## config.mk

```make
export PLATFORM = sky130hd
export DESIGN_NAME = weyl_dominant_reflection_top
export DESIGN_NICKNAME = d
export VERILOG_FILES = /design/src/design/wdr_pkg.sv /design/src/design/wdr_lane.sv /design/src/design/wdr_merge.sv /design/src/design/wdr_core.sv /design/src/design/weyl_dominant_reflection_top.sv
export SDC_FILE = /design/constraint.sdc
export NUM_CORES = 2
export LEC_CHECK = 0
export BUFFER_PORTS_ARGS = -buffer_cell sky130_fd_sc_hd__buf_2
export CORE_ASPECT_RATIO = 0.8
export CORE_MARGIN = 1
export CORE_UTILIZATION = 34
export DETAILED_ROUTE_END_ITERATION = 10
export GPL_TIMING_DRIVEN = 0
export HOLD_SLACK_MARGIN = 0.08
export PLACE_DENSITY = 0.55
export SLEW_MARGIN = 20
export SYNTH_ARGS = -nofsm -noshare
export SYNTH_HDL_FRONTEND = slang
export SYNTH_SLANG_ARGS = --single-unit
```

## constraint.sdc

```tcl
create_clock -name clock -period 26.7 [get_ports clock]
set_input_delay 4.005 -clock clock [delete_from_list [all_inputs] [get_ports clock]]
set_output_delay 4.005 -clock clock [all_outputs]
set_load 0.05 [all_outputs]
```

## src/design/wdr_pkg.sv

```systemverilog
// Package for the Weyl dominant chamber reflection block.
// Holds the widths, codes, state encoding and the structs that the modules share.
// Depends on nothing.
`default_nettype none
package wdr_pkg;

   localparam int NCOORD          = 8;
   localparam int RANK            = 8;
   localparam int MAX_REFLECTIONS = 128;

   localparam int COORD_W  = 20;
   localparam int ENTRY_W  = 3;
   localparam int ROW_W    = NCOORD * ENTRY_W;
   localparam int PROD_W   = COORD_W + ENTRY_W;
   localparam int SUM_W    = PROD_W + 1;
   localparam int IDX_W    = $clog2(NCOORD);
   localparam int STEP_W   = $clog2(MAX_REFLECTIONS + 1);
   localparam int CODE_W   = 2;
   localparam int REQ_W    = ((NCOORD * COORD_W + 7) / 8) * 8;
   localparam int RSP_BITS = NCOORD * COORD_W + 2 * CODE_W;
   localparam int RSP_W    = ((RSP_BITS + 7) / 8) * 8;

   localparam logic [CODE_W-1:0] SIGN_WALL  = 2'd0;
   localparam logic [CODE_W-1:0] SIGN_PLUS  = 2'd1;
   localparam logic [CODE_W-1:0] SIGN_MINUS = 2'd2;

   localparam logic [CODE_W-1:0] ERR_OK    = 2'd0;
   localparam logic [CODE_W-1:0] ERR_OVF   = 2'd1;
   localparam logic [CODE_W-1:0] ERR_STEPS = 2'd2;

   typedef logic [NCOORD-1:0][COORD_W-1:0] coord_vec_type;
   typedef logic [NCOORD-1:0][ROW_W-1:0]   cartan_type;

   typedef enum logic {
      ST_IDLE,
      ST_RUN
   } state_type;

   // Position found by scanning the coordinates.
   typedef struct packed {
      logic             neg;
      logic             wall;
      logic [IDX_W-1:0] idx;
   } scan_type;

   typedef struct packed {
      logic [CODE_W-1:0] err;
      logic [CODE_W-1:0] sign;
      coord_vec_type     folded;
   } result_type;

endpackage
`default_nettype wire

```

## src/design/wdr_lane.sv

```systemverilog
// One reflection lane: updates a single coordinate by subtracting v times a Cartan entry.
// Flags a result outside the coordinate range. Uses wdr_pkg.
`default_nettype none
module wdr_lane (
   input  wire logic signed [wdr_pkg::COORD_W-1:0] coord,
   input  wire logic signed [wdr_pkg::COORD_W-1:0] pivot,
   input  wire logic signed [wdr_pkg::ENTRY_W-1:0] entry,
   output logic [wdr_pkg::COORD_W-1:0]             next_coord,
   output logic                                    ovf
);
   import wdr_pkg::*;

   logic signed [PROD_W-1:0] prod;
   logic signed [SUM_W-1:0]  diff;

   assign prod       = pivot * entry;
   assign diff       = SUM_W'(coord) - SUM_W'(prod);
   assign next_coord = diff[COORD_W-1:0];
   // The value fits when all bits from the coordinate sign bit upward agree.
   assign ovf        = !((&diff[SUM_W-1:COORD_W-1]) || !(|diff[SUM_W-1:COORD_W-1]));

endmodule
`default_nettype wire

```

## src/design/wdr_merge.sv

```systemverilog
// Merge stage: finds the first zero or negative active coordinate and combines
// the overflow flags of all lanes. Uses wdr_pkg.
`default_nettype none
module wdr_merge (
   input  wire wdr_pkg::coord_vec_type      coords,
   input  wire logic [wdr_pkg::NCOORD-1:0]  lane_ovf,
   output wdr_pkg::scan_type                scan,
   output logic                             any_ovf
);
   import wdr_pkg::*;

   always_comb begin
      scan = '0;
      // Walk downward so the lowest matching position is the one that stays.
      for (int k = RANK - 1; k >= 0; k--) begin
         if (coords[k][COORD_W-1] || (coords[k] == '0)) begin
            scan.neg  = coords[k][COORD_W-1];
            scan.wall = !coords[k][COORD_W-1];
            scan.idx  = IDX_W'(k);
         end
      end
   end

   assign any_ovf = |lane_ovf;

endmodule
`default_nettype wire

```

## src/design/wdr_core.sv

```systemverilog
// Folding engine: coordinate registers, step counter, control and the lane array.
// Applies one reflection per cycle. Uses wdr_pkg, wdr_lane and wdr_merge.
`default_nettype none
module wdr_core (
   input  wire logic                  clock,
   input  wire logic                  reset,
   input  wire logic                  start,
   input  wire wdr_pkg::coord_vec_type coords_in,
   input  wire wdr_pkg::cartan_type   cartan,
   input  wire logic                  out_free,
   output logic                       idle,
   output logic                       out_load,
   output wdr_pkg::result_type        result
);
   import wdr_pkg::*;

   state_type         state_ff, state_in;
   coord_vec_type     coord_ff, coord_in;
   logic [STEP_W-1:0] steps_ff, steps_in;
   logic [CODE_W-1:0] sign_ff, sign_in;

   coord_vec_type     lane_next;
   logic [NCOORD-1:0] lane_ovf;
   logic              lane_any_ovf;
   scan_type          scan;
   logic [COORD_W-1:0] pivot;
   logic [ROW_W-1:0]  row;
   logic              at_limit;
   logic              finish;
   logic              reflect;

   assign pivot    = coord_ff[scan.idx];
   assign row      = cartan[scan.idx];
   assign at_limit = (steps_ff == STEP_W'(MAX_REFLECTIONS));

   for (genvar k = 0; k < NCOORD; k++) begin : g_lane
      logic [ENTRY_W-1:0] entry;
      assign entry = (k < RANK) ? row[k*ENTRY_W +: ENTRY_W] : '0;
      wdr_lane u_lane (
         .coord      (coord_ff[k]),
         .pivot      (pivot),
         .entry      (entry),
         .next_coord (lane_next[k]),
         .ovf        (lane_ovf[k])
      );
   end

   wdr_merge u_merge (
      .coords   (coord_ff),
      .lane_ovf (lane_ovf),
      .scan     (scan),
      .any_ovf  (lane_any_ovf)
   );

   assign finish  = scan.wall || !scan.neg || at_limit || lane_any_ovf;
   assign reflect = (state_ff == ST_RUN) && !finish;

   always_comb begin
      state_in = state_ff;
      case (state_ff)
         ST_IDLE: if (start) state_in = ST_RUN;
         ST_RUN:  if (finish && out_free) state_in = ST_IDLE;
         default: state_in = ST_IDLE;
      endcase
   end

   always_comb begin
      idle     = (state_ff == ST_IDLE);
      out_load = (state_ff == ST_RUN) && finish && out_free;
      result.folded = coord_ff;
      if (scan.wall) begin
         result.sign = SIGN_WALL;
         result.err  = ERR_OK;
      end else if (!scan.neg) begin
         result.sign = sign_ff;
         result.err  = ERR_OK;
      end else if (at_limit) begin
         result.sign = SIGN_WALL;
         result.err  = ERR_STEPS;
      end else begin
         result.sign = SIGN_WALL;
         result.err  = ERR_OVF;
      end
   end

   always_comb begin
      coord_in = coord_ff;
      steps_in = steps_ff;
      sign_in  = sign_ff;
      if (idle && start) begin
         for (int k = 0; k < NCOORD; k++) begin
            coord_in[k] = (k < RANK) ? coords_in[k] : COORD_W'(1);
         end
         steps_in = '0;
         sign_in  = SIGN_PLUS;
      end else if (reflect) begin
         coord_in = lane_next;
         steps_in = steps_ff + STEP_W'(1);
         sign_in  = (sign_ff == SIGN_PLUS) ? SIGN_MINUS : SIGN_PLUS;
      end
   end

   always_ff @(posedge clock) begin
      if (reset) begin
         state_ff <= ST_IDLE;
      end else begin
         state_ff <= state_in;
      end
      coord_ff <= coord_in;
      steps_ff <= steps_in;
      sign_ff  <= sign_in;
   end

`ifndef SYNTH
   a_steps_bounded: assert property (@(posedge clock) disable iff (reset)
      (state_ff == ST_RUN) |-> (steps_ff <= STEP_W'(MAX_REFLECTIONS)))
      else $error("reflection count ran past the limit");

   a_load_in_run: assert property (@(posedge clock) disable iff (reset)
      out_load |-> (state_ff == ST_RUN) && out_free)
      else $error("result loaded outside a run or into a full slot");

   a_start_runs: assert property (@(posedge clock) disable iff (reset)
      (idle && start) |=> (state_ff == ST_RUN) && (steps_ff == '0))
      else $error("accepted item did not start a run");

   a_sign_flips: assert property (@(posedge clock) disable iff (reset)
      reflect |=> (sign_ff != $past(sign_ff)) && (steps_ff == $past(steps_ff) + STEP_W'(1)))
      else $error("reflection did not flip the sign and count a step");
`endif

endmodule
`default_nettype wire

```

## src/design/weyl_dominant_reflection_top.sv

```systemverilog
// Each item takes at most MAX_REFLECTIONS reflections; a new item is taken only once the
// previous result has left the core, and the loop applies one reflection per cycle across
// all lanes.
// The result register lets the next item be taken while a result waits on rsp_tready.
// Reset is synchronous and active high; it clears control state and sets the Cartan rows
// to twice the identity.
`default_nettype none
module weyl_dominant_reflection_top (
   input  wire logic                         clock,
   input  wire logic                         reset,
   input  wire logic                         req_tvalid,
   output logic                              req_tready,
   // coord_0 .. coord_7, 20 bits each, from the lowest bit up
   input  wire logic [wdr_pkg::REQ_W-1:0]    req_tdata,
   output logic                              rsp_tvalid,
   input  wire logic                         rsp_tready,
   // folded_0 .. folded_7 (20 bits each), sign_code (2), error_code (2), zero fill
   output logic [wdr_pkg::RSP_W-1:0]         rsp_tdata,
   input  wire logic                         csr_we,
   input  wire logic [wdr_pkg::IDX_W-1:0]    csr_index,
   input  wire logic [wdr_pkg::ROW_W-1:0]    csr_wdata
);
   import wdr_pkg::*;

   cartan_type  cartan_ff, cartan_in;
   logic        rsp_valid_ff, rsp_valid_in;
   result_type  rsp_data_ff, rsp_data_in;

   logic        core_idle;
   logic        out_load;
   logic        out_free;
   result_type  core_result;

   assign req_tready = core_idle;
   assign out_free   = !rsp_valid_ff || rsp_tready;

   wdr_core u_core (
      .clock     (clock),
      .reset     (reset),
      .start     (req_tvalid && core_idle),
      .coords_in (coord_vec_type'(req_tdata[NCOORD*COORD_W-1:0])),
      .cartan    (cartan_ff),
      .out_free  (out_free),
      .idle      (core_idle),
      .out_load  (out_load),
      .result    (core_result)
   );

   always_comb begin
      cartan_in = cartan_ff;
      if (csr_we) begin
         cartan_in[csr_index] = csr_wdata;
      end
      rsp_valid_in = out_load || (rsp_valid_ff && !rsp_tready);
      rsp_data_in  = out_load ? core_result : rsp_data_ff;
   end

   always_ff @(posedge clock) begin
      if (reset) begin
         rsp_valid_ff <= 1'b0;
         for (int i = 0; i < NCOORD; i++) begin
            cartan_ff[i] <= ROW_W'(2) << (ENTRY_W * i);
         end
      end else begin
         rsp_valid_ff <= rsp_valid_in;
         cartan_ff    <= cartan_in;
      end
      rsp_data_ff <= rsp_data_in;
   end

   assign rsp_tvalid = rsp_valid_ff;
   assign rsp_tdata  = {(RSP_W - RSP_BITS)'(0), rsp_data_ff};

endmodule
`default_nettype wire

```

Word-level counts from Yosys, hierarchy flattened
Index checks and enable logic that the tools add are counted.
- equal/unequal tests: 2
- mux-type cells: 23
- reductions and logical operators: 84
- bitwise logic cells: 2
- $lt $le $gt $ge: 3
- multiply operators: 8
- add/sub/neg operators: 9
- operators with widths (cell ; number):
    2-to-1 mux 160 bit ; 2
    bitwise mux 192 bit ; 1
    subtractor 20 x 23 -> 24 bit ; 8
    multiplier 20 x 3 -> 23 bit ; 8
    logical NOT 20 bit ; 8
    binary-select mux 24 bit (select 3 bit) ; 1
    demux 24 bit (select 3 bit) ; 1
    binary-select mux 20 bit (select 3 bit) ; 1
    2-to-1 mux 24 bit ; 2
    2-to-1 mux 5 bit ; 8
    AND reduction 5 bit ; 8
    OR reduction 5 bit ; 8
    logical NOT 1 bit ; 28
    logical OR 1 bit ; 21
    2-to-1 mux 20 bit ; 1
    adder 8 x 1 -> 8 bit (second input constant) ; 1
    == test 8 bit (second input constant) ; 1
    logical AND 1 bit ; 8
    less-than comparator 3 x 4 -> 1 bit (second input constant) ; 2
    OR reduction 8 bit ; 1
    2-to-1 mux 2 bit ; 2
    2-to-1 mux 4 bit ; 1
    >= comparator 3 x 1 -> 1 bit (second input constant) ; 1
    == test 2 x 1 -> 1 bit (second input constant) ; 1
    5 further kinds ; 7
- input port bits: 192
- output and inout bits: 170
- register bits after elaboration: 528
- word-level logic and storage cells: 161

Longest topological paths before layout
- word-level depth: 24
- gate-level depth with buffers: 35
- gate-level depth less buffers: 30

Modules after synthesis
A second synthesis with hierarchy kept.
- cells, all modules: 5358
- area, all modules: 49267.3 um^2
- by module, submodules not included (module ; instances ; cells each ; seq. area each (um^2) ; area an instance (um^2)):
    weyl_dominant_reflection_top ; 1 ; 860 ; 8788.4 ; 12548.3
    wdr_core ; 1 ; 904 ; 5024.8 ; 9985.8
    wdr_lane at u_core.g_lane[4].u_lane ... ; 3 ; 428 ; 0.0 ; 3208.1
    wdr_lane at u_core.g_lane[1].u_lane ... ; 2 ; 444 ; 0.0 ; 3283.1
    wdr_lane at u_core.g_lane[0].u_lane ; 1 ; 453 ; 0.0 ; 3372.0
    wdr_lane at u_core.g_lane[3].u_lane ; 1 ; 439 ; 0.0 ; 3296.9
    wdr_lane at u_core.g_lane[7].u_lane ; 1 ; 434 ; 0.0 ; 3251.9
    wdr_merge ; 1 ; 96 ; 0.0 ; 621.8

Worst setup path after synthesis
No wires, ideal clock.
- path type: flip-flop to flip-flop
- start point: register u_core.coord_ff (netlist bit u_core.result[159])
- end point: register rsp_data_ff (netlist bit rsp_tdata[0]) (enable)
- period minus slack after synthesis: 11.796 ns
- buffers on the path: 5
- library setup time: 0.546 ns
- data required time: 26.154 ns
- cell stages (with the launch flop): 32
- setup slack: 14.904 ns
- arrival time: 11.251 ns
- path through: edfxtp_1 nor4_1 and4_1 a2111oi_0 nand2b_1 a21o_1 clkbuf_1 clkbuf_1 buf_1 nand2_1 a311oi_1 a31o_2 clkbuf_1 nor2_1 ha_1 inv_1 fa_1 inv_1 fa_1 inv_1 ha_1 nand4_1 or3_1 o311ai_0 a221oi_1 o21bai_1 xnor2_1 mux2_2 o2111ai_1 a2111o_1 buf_4 and3_1
- word-level cells in the longest chain between the ends: 22
- elaborated cells between the ends (all ways): 78
- classes of those cells: 8 x add/sub; 8 x mul; 12 x mux; 50 x reduce/logical
- RTL lines (element ; RTL line ; text):
    start: declaration ; wdr_core.sv:18 ; coord_vec_type coord_ff, coord_in;
    start signal: assignment ; wdr_core.sv:109 ; coord_ff <= coord_in;
    logical NOT 20 bit ; wdr_merge.sv:16 ; if (coords[k][COORD_W-1] || (coords[k] == '0)) begin
    logical OR 1 bit ; wdr_merge.sv:16 ;
    2-to-1 mux 5 bit (8 in series) ; wdr_merge.sv:16 ;
    binary-select mux 20 bit (select 3 bit) / binary-select mux 24 bit (select 3 bit) (equally long branches) ; wdr_core.sv:32, wdr_core.sv:33 ;
    2-to-1 mux 20 bit (not written as such) / 2-to-1 mux 24 bit (equally long branches) ; wdr_core.sv:32, wdr_core.sv:33 ;
    multiplier 20 x 3 -> 23 bit ; wdr_lane.sv:16 ; assign prod = pivot * entry;
    subtractor 20 x 23 -> 24 bit ; wdr_lane.sv:17 ; assign diff = SUM_W'(coord) - SUM_W'(prod);
    OR reduction 5 bit ; wdr_lane.sv:20 ; assign ovf = !((&diff[SUM_W-1:COORD_W-1]) || !(|diff[SUM_W-1:COORD_W-1]));
    logical NOT 1 bit ; wdr_lane.sv:20 ;
    logical OR 1 bit ; wdr_lane.sv:20 ;
    logical NOT 1 bit ; wdr_lane.sv:20 ;
    OR reduction 8 bit ; wdr_merge.sv:24 ; assign any_ovf = |lane_ovf;
    logical OR 1 bit * ; wdr_core.sv:55 ; assign finish = scan.wall || !scan.neg || at_limit || lane_any_ovf;
    logical AND 1 bit * (2 in series) ; wdr_core.sv:69 ; out_load = (state_ff == ST_RUN) && finish && out_free;
    net out_load ; weyl_dominant_reflection_top.sv:30 ; logic out_load;
    end signal: assignment ; weyl_dominant_reflection_top.sv:68 ; rsp_data_ff <= rsp_data_in;
    end: declaration ; weyl_dominant_reflection_top.sv:27 ; result_type rsp_data_ff, rsp_data_in;
Mark *: on every way through the listed nets, which the timed path passes. The rest lies on a longest branch. The select of a mux whose other input is x is not followed.
A chain may end at the register's enable or synchronous reset.

Final worst setup path
- start point: register u_core.coord_ff (netlist bit u_core.result[138])
- end point: register u_core.coord_ff (netlist bit u_core.result[88]) (enable)
- word-level cells in the longest chain between the ends: 22
- elaborated cells between the ends (all ways): 77
- classes of those cells: 8 x add/sub; 8 x mul; 11 x mux; 50 x reduce/logical
- RTL lines (element ; RTL line ; text):
    logical NOT 20 bit ; wdr_merge.sv:16 ;
    logical OR 1 bit ; wdr_merge.sv:16 ;
    2-to-1 mux 5 bit (7 in series) ; wdr_merge.sv:16 ;
    binary-select mux 20 bit (select 3 bit) / binary-select mux 24 bit (select 3 bit) (equally long branches) ; wdr_core.sv:32, wdr_core.sv:33 ;
    2-to-1 mux 20 bit (not written as such) / 2-to-1 mux 24 bit (equally long branches) ; wdr_core.sv:32, wdr_core.sv:33 ;
    multiplier 20 x 3 -> 23 bit ; wdr_lane.sv:16 ;
    subtractor 20 x 23 -> 24 bit ; wdr_lane.sv:17 ;
    OR reduction 5 bit ; wdr_lane.sv:20 ;
    logical NOT 1 bit ; wdr_lane.sv:20 ;
    logical OR 1 bit ; wdr_lane.sv:20 ;
    logical NOT 1 bit ; wdr_lane.sv:20 ;
    OR reduction 8 bit ; wdr_merge.sv:24 ;
    logical OR 1 bit * ; wdr_core.sv:55 ;
    logical NOT 1 bit * ; wdr_core.sv:56 ; assign reflect = (state_ff == ST_RUN) && !finish;
    logical AND 1 bit * ; wdr_core.sv:56 ;
    nonzero test 2 bit (no source line) * ; -- ;
Mark *: on every way between the ends. The rest lies on a longest branch, timed or not. The select of a mux whose other input is x is not followed.

==> flow_summary.yaml <==
floorplanning:
  core-area_um2: 137000
  io_pins: 362
  num_rows: 121
  initial_utilization_pct: 34.4
  die_x_um: 417
  die_area_um2: 140000
  die_y_um: 334
clock_tree:
  clk_latency_ps: 730
  ctsHtreeMaxLevel: 2
  root_buffer: "clkbuf_16"
  clk_pin_slew_ps: 60
  postCtsHoldBufs: 0
  clock-sinks: 528
  clk_path_buf_depth: 3
  cts_setup_buffers: 0
  cts_tree: "yes"
  cts_buffers: 60
  cts_resized: 0
layout:
  fin_cells: 8070
  area_growth_pct: 14.2
  drive_gt1_share_pct: 9.20
  nNetsFinal: 7074
timing:
  finClkSkew_ps: 56.7
  finalCritPeriodShare_pct: 55.0
  final_max_slew_viol_count: 0
  finalSetupViolations: 0
  rsz0062_at_grt: "false"
  slew_headroom_pct: 13.6
  tightest_slew_ps: 1290
  final.setup.tns_ps: 0
  max_clock_freq_mhz: 68.1
  fin_hold_ws_ps: 455
  final_hold_viol_count: 0
  min_period_ps: 14670
route:
  wire_per_inst_um: 25.3
  vias: 43400
  drc_errors: 0
  ant_nets: 0
  avgViaCountPerCell: 5.37
  first_iter_violations: 4570
  firstDrtPassIters: 9
  wirelength_mm: 204
yosys:
  ys.flop_type: "edfxtp_1"
  synth_edf_count: 324
  synth_top_area_share_pct: 20.7
  synthArstFlopShare_pct: 0
  synth.most_common_cell: "inv_1"
  yosysTopAreaCell: "edfxtp_1"
  syn_inst: 5752
  syn_area_per_cell_um2: 8.16
  ys_seq_area_share_pct: 29.4
  synth_seq_cells: 528
  ys.warnings.count: 0
  ys_top_cells_by_count: "inv_1 (1059), nand2_1 (1017), nor2_1 (491), a21oi_1 (411), ha_1 (378)"
  synth_area_um2: 46900
  ys_top_cells_by_area: "edfxtp_1 (21%), fa_1 (14%), ha_1 (10%), dfxtp_1 (8.7%), inv_1 (8.5%)"
  ys_types: 77
grt:
  grt_max_degree: 82
  use_met2_pct: 41.9
  grt.busiest_layer: "met2"
  grt.total_usage_pct: 28.7
  antenna_found_initial: 13
  met1_usage_pct: 40.6
  grt_remaining_overflow: 0
  grt_pass1_wl_mm: 288
  grt_pass1_vias: 40600
  grt.met3_usage_pct: 6.85
critical_path:
  required_ps: 27040
  cp_slowest_cell: "o41ai_1"
  max_stage_delay_ps: 980
  crit_top_cell: "clkbuf_1"
  critPathMaxFanout: 81
  cp-start-kind: "flip-flop"
  crit_family: "compound AO/OA/AOI/OAI gates"
  worstPathBufferInverterCount: 8
  cp.arrival_ps: 15010
  crit_type: "flip-flop to flip-flop"
  cp-end-kind: "flip-flop"
job:
  cap_violations: 0
placed_design:
  dp_hpwl_mm: 162
  dp.cells: 7951
  gp_congestion: 1.00
  io_buffer_count: 330
run_status:
  status: "finished, final reports clean"
hold_path:
  hold_class: "flip-flop to flip-flop"
==> through the flow <==
| stage | setup WS, ps | cell area (um2) | util [%] |
|---|---|---|---|
| 2_1_floorplan | 14900 | 46900 | - |
| 3_3_place_gp | 6480 | 50900 | 37.3 |
| 3_5_place_dp | 12790 | 51500 | 37.7 |
| 4_1_cts | 12730 | 53600 | 39.2 |
| 5_1_grt | 12010 | 53600 | 39.2 |
| 6_report | 12030 | 53600 | 39.2 |
==> layer usage <==
layer | vias to the layer above | share of wire (%) | routed length (um)
met3 | 404 | 10 | 20900
met5 | - | 0.027 | 55
met1 | 21300 | 44 | 89200
li1 | 19500 | - | -
met4 | 8 | 4.7 | 9680
met2 | 2151 | 41 | 84300
==> state kept, by name (all words and copies together), names as in the netlist <==
name	cells
u_core.result	160
u_core.sign_ff	2
u_core.state_ff	1
rsp_tdata	164
rsp_tvalid	1
u_core.steps_ff	8
cartan_ff	192
==> worst paths after layout <==
kind / startpoint / to / slack [ps] / cells past startpoint
max reg2reg: u_core.result[138] / u_core.result[88] / 12030 / 31
min: cartan_ff[129] / cartan_ff[129] / 460 / 2
min reg2reg: cartan_ff[129] / cartan_ff[129] / 460 / 2
max: u_core.result[138] / u_core.result[88] / 12030 / 31
==> worst min-delay path, delay by kind of cell (launching register included) <==
kind               cells  cell delay, ps
and+or+nand+nor        1              50
AOI/OAI and AO/OA      1              50
DFF                    1             310
==> logic make-up (layout without fill, tap and decap cells) <==
group | after synthesis | after routing | synth area share (%)
adders and majority gates | 714 | 714 | 24.4
buffers and inverters | 1332 | 1795 | 10.8
other | 1 | 11 | 0.00799
and+or+nand+nor | 1946 | 1946 | 17.7
AOI/OAI and AO/OA | 1008 | 1008 | 13.4
muxes | 34 | 34 | 0.757
DFF | 528 | 528 | 29.4
xor gates and xnor gates | 189 | 189 | 3.53
==> final cells by class <==
class / instances / area [um2]
flip-flops and latches: 528 / 13800
clock buffers: 72 / 1590
plain buffers: 272 / 1100
fillers: 14300 / 83000
multi-input cells: 3895 / 28300
clock inverters: 40 / 455
repair buffers: 351 / 2030
well taps: 1845 / 2310
inverters: 1060 / 3990
diodes: 7 / 17.5
==> cell usage in the layout (no fill, tap or decap), types with 12 or more instances in the layout <==
cell type,count
or3_1,15
a31o_2,23
ha_1,378
nor3_1,34
and3_1,44
buf_2,336
a21oi_1,410
buf_1,14
nand4_1,32
nand3_1,115
mux2_2,12
nor2_1,491
a311oi_1,40
dfxtp_1,204
nand3b_1,12
nand2b_1,49
clkbuf_16,60
o21ai_0,158
a31oi_1,34
mux2i_1,22
inv_1,1058
clkbuf_1,213
o211ai_1,62
edfxtp_1,324
or4_1,13
fa_1,336
o31ai_1,13
clkbuf_2,42
nor4_1,37
o21a_1,24
xnor2_1,113
xor2_1,76
o21bai_1,20
nor2b_1,52
nand2_1,1017
a21o_1,73
a211oi_1,36
Power is not shown: default switching activity piles up to over one toggle a cycle in this logic, so the estimate is an artifact.
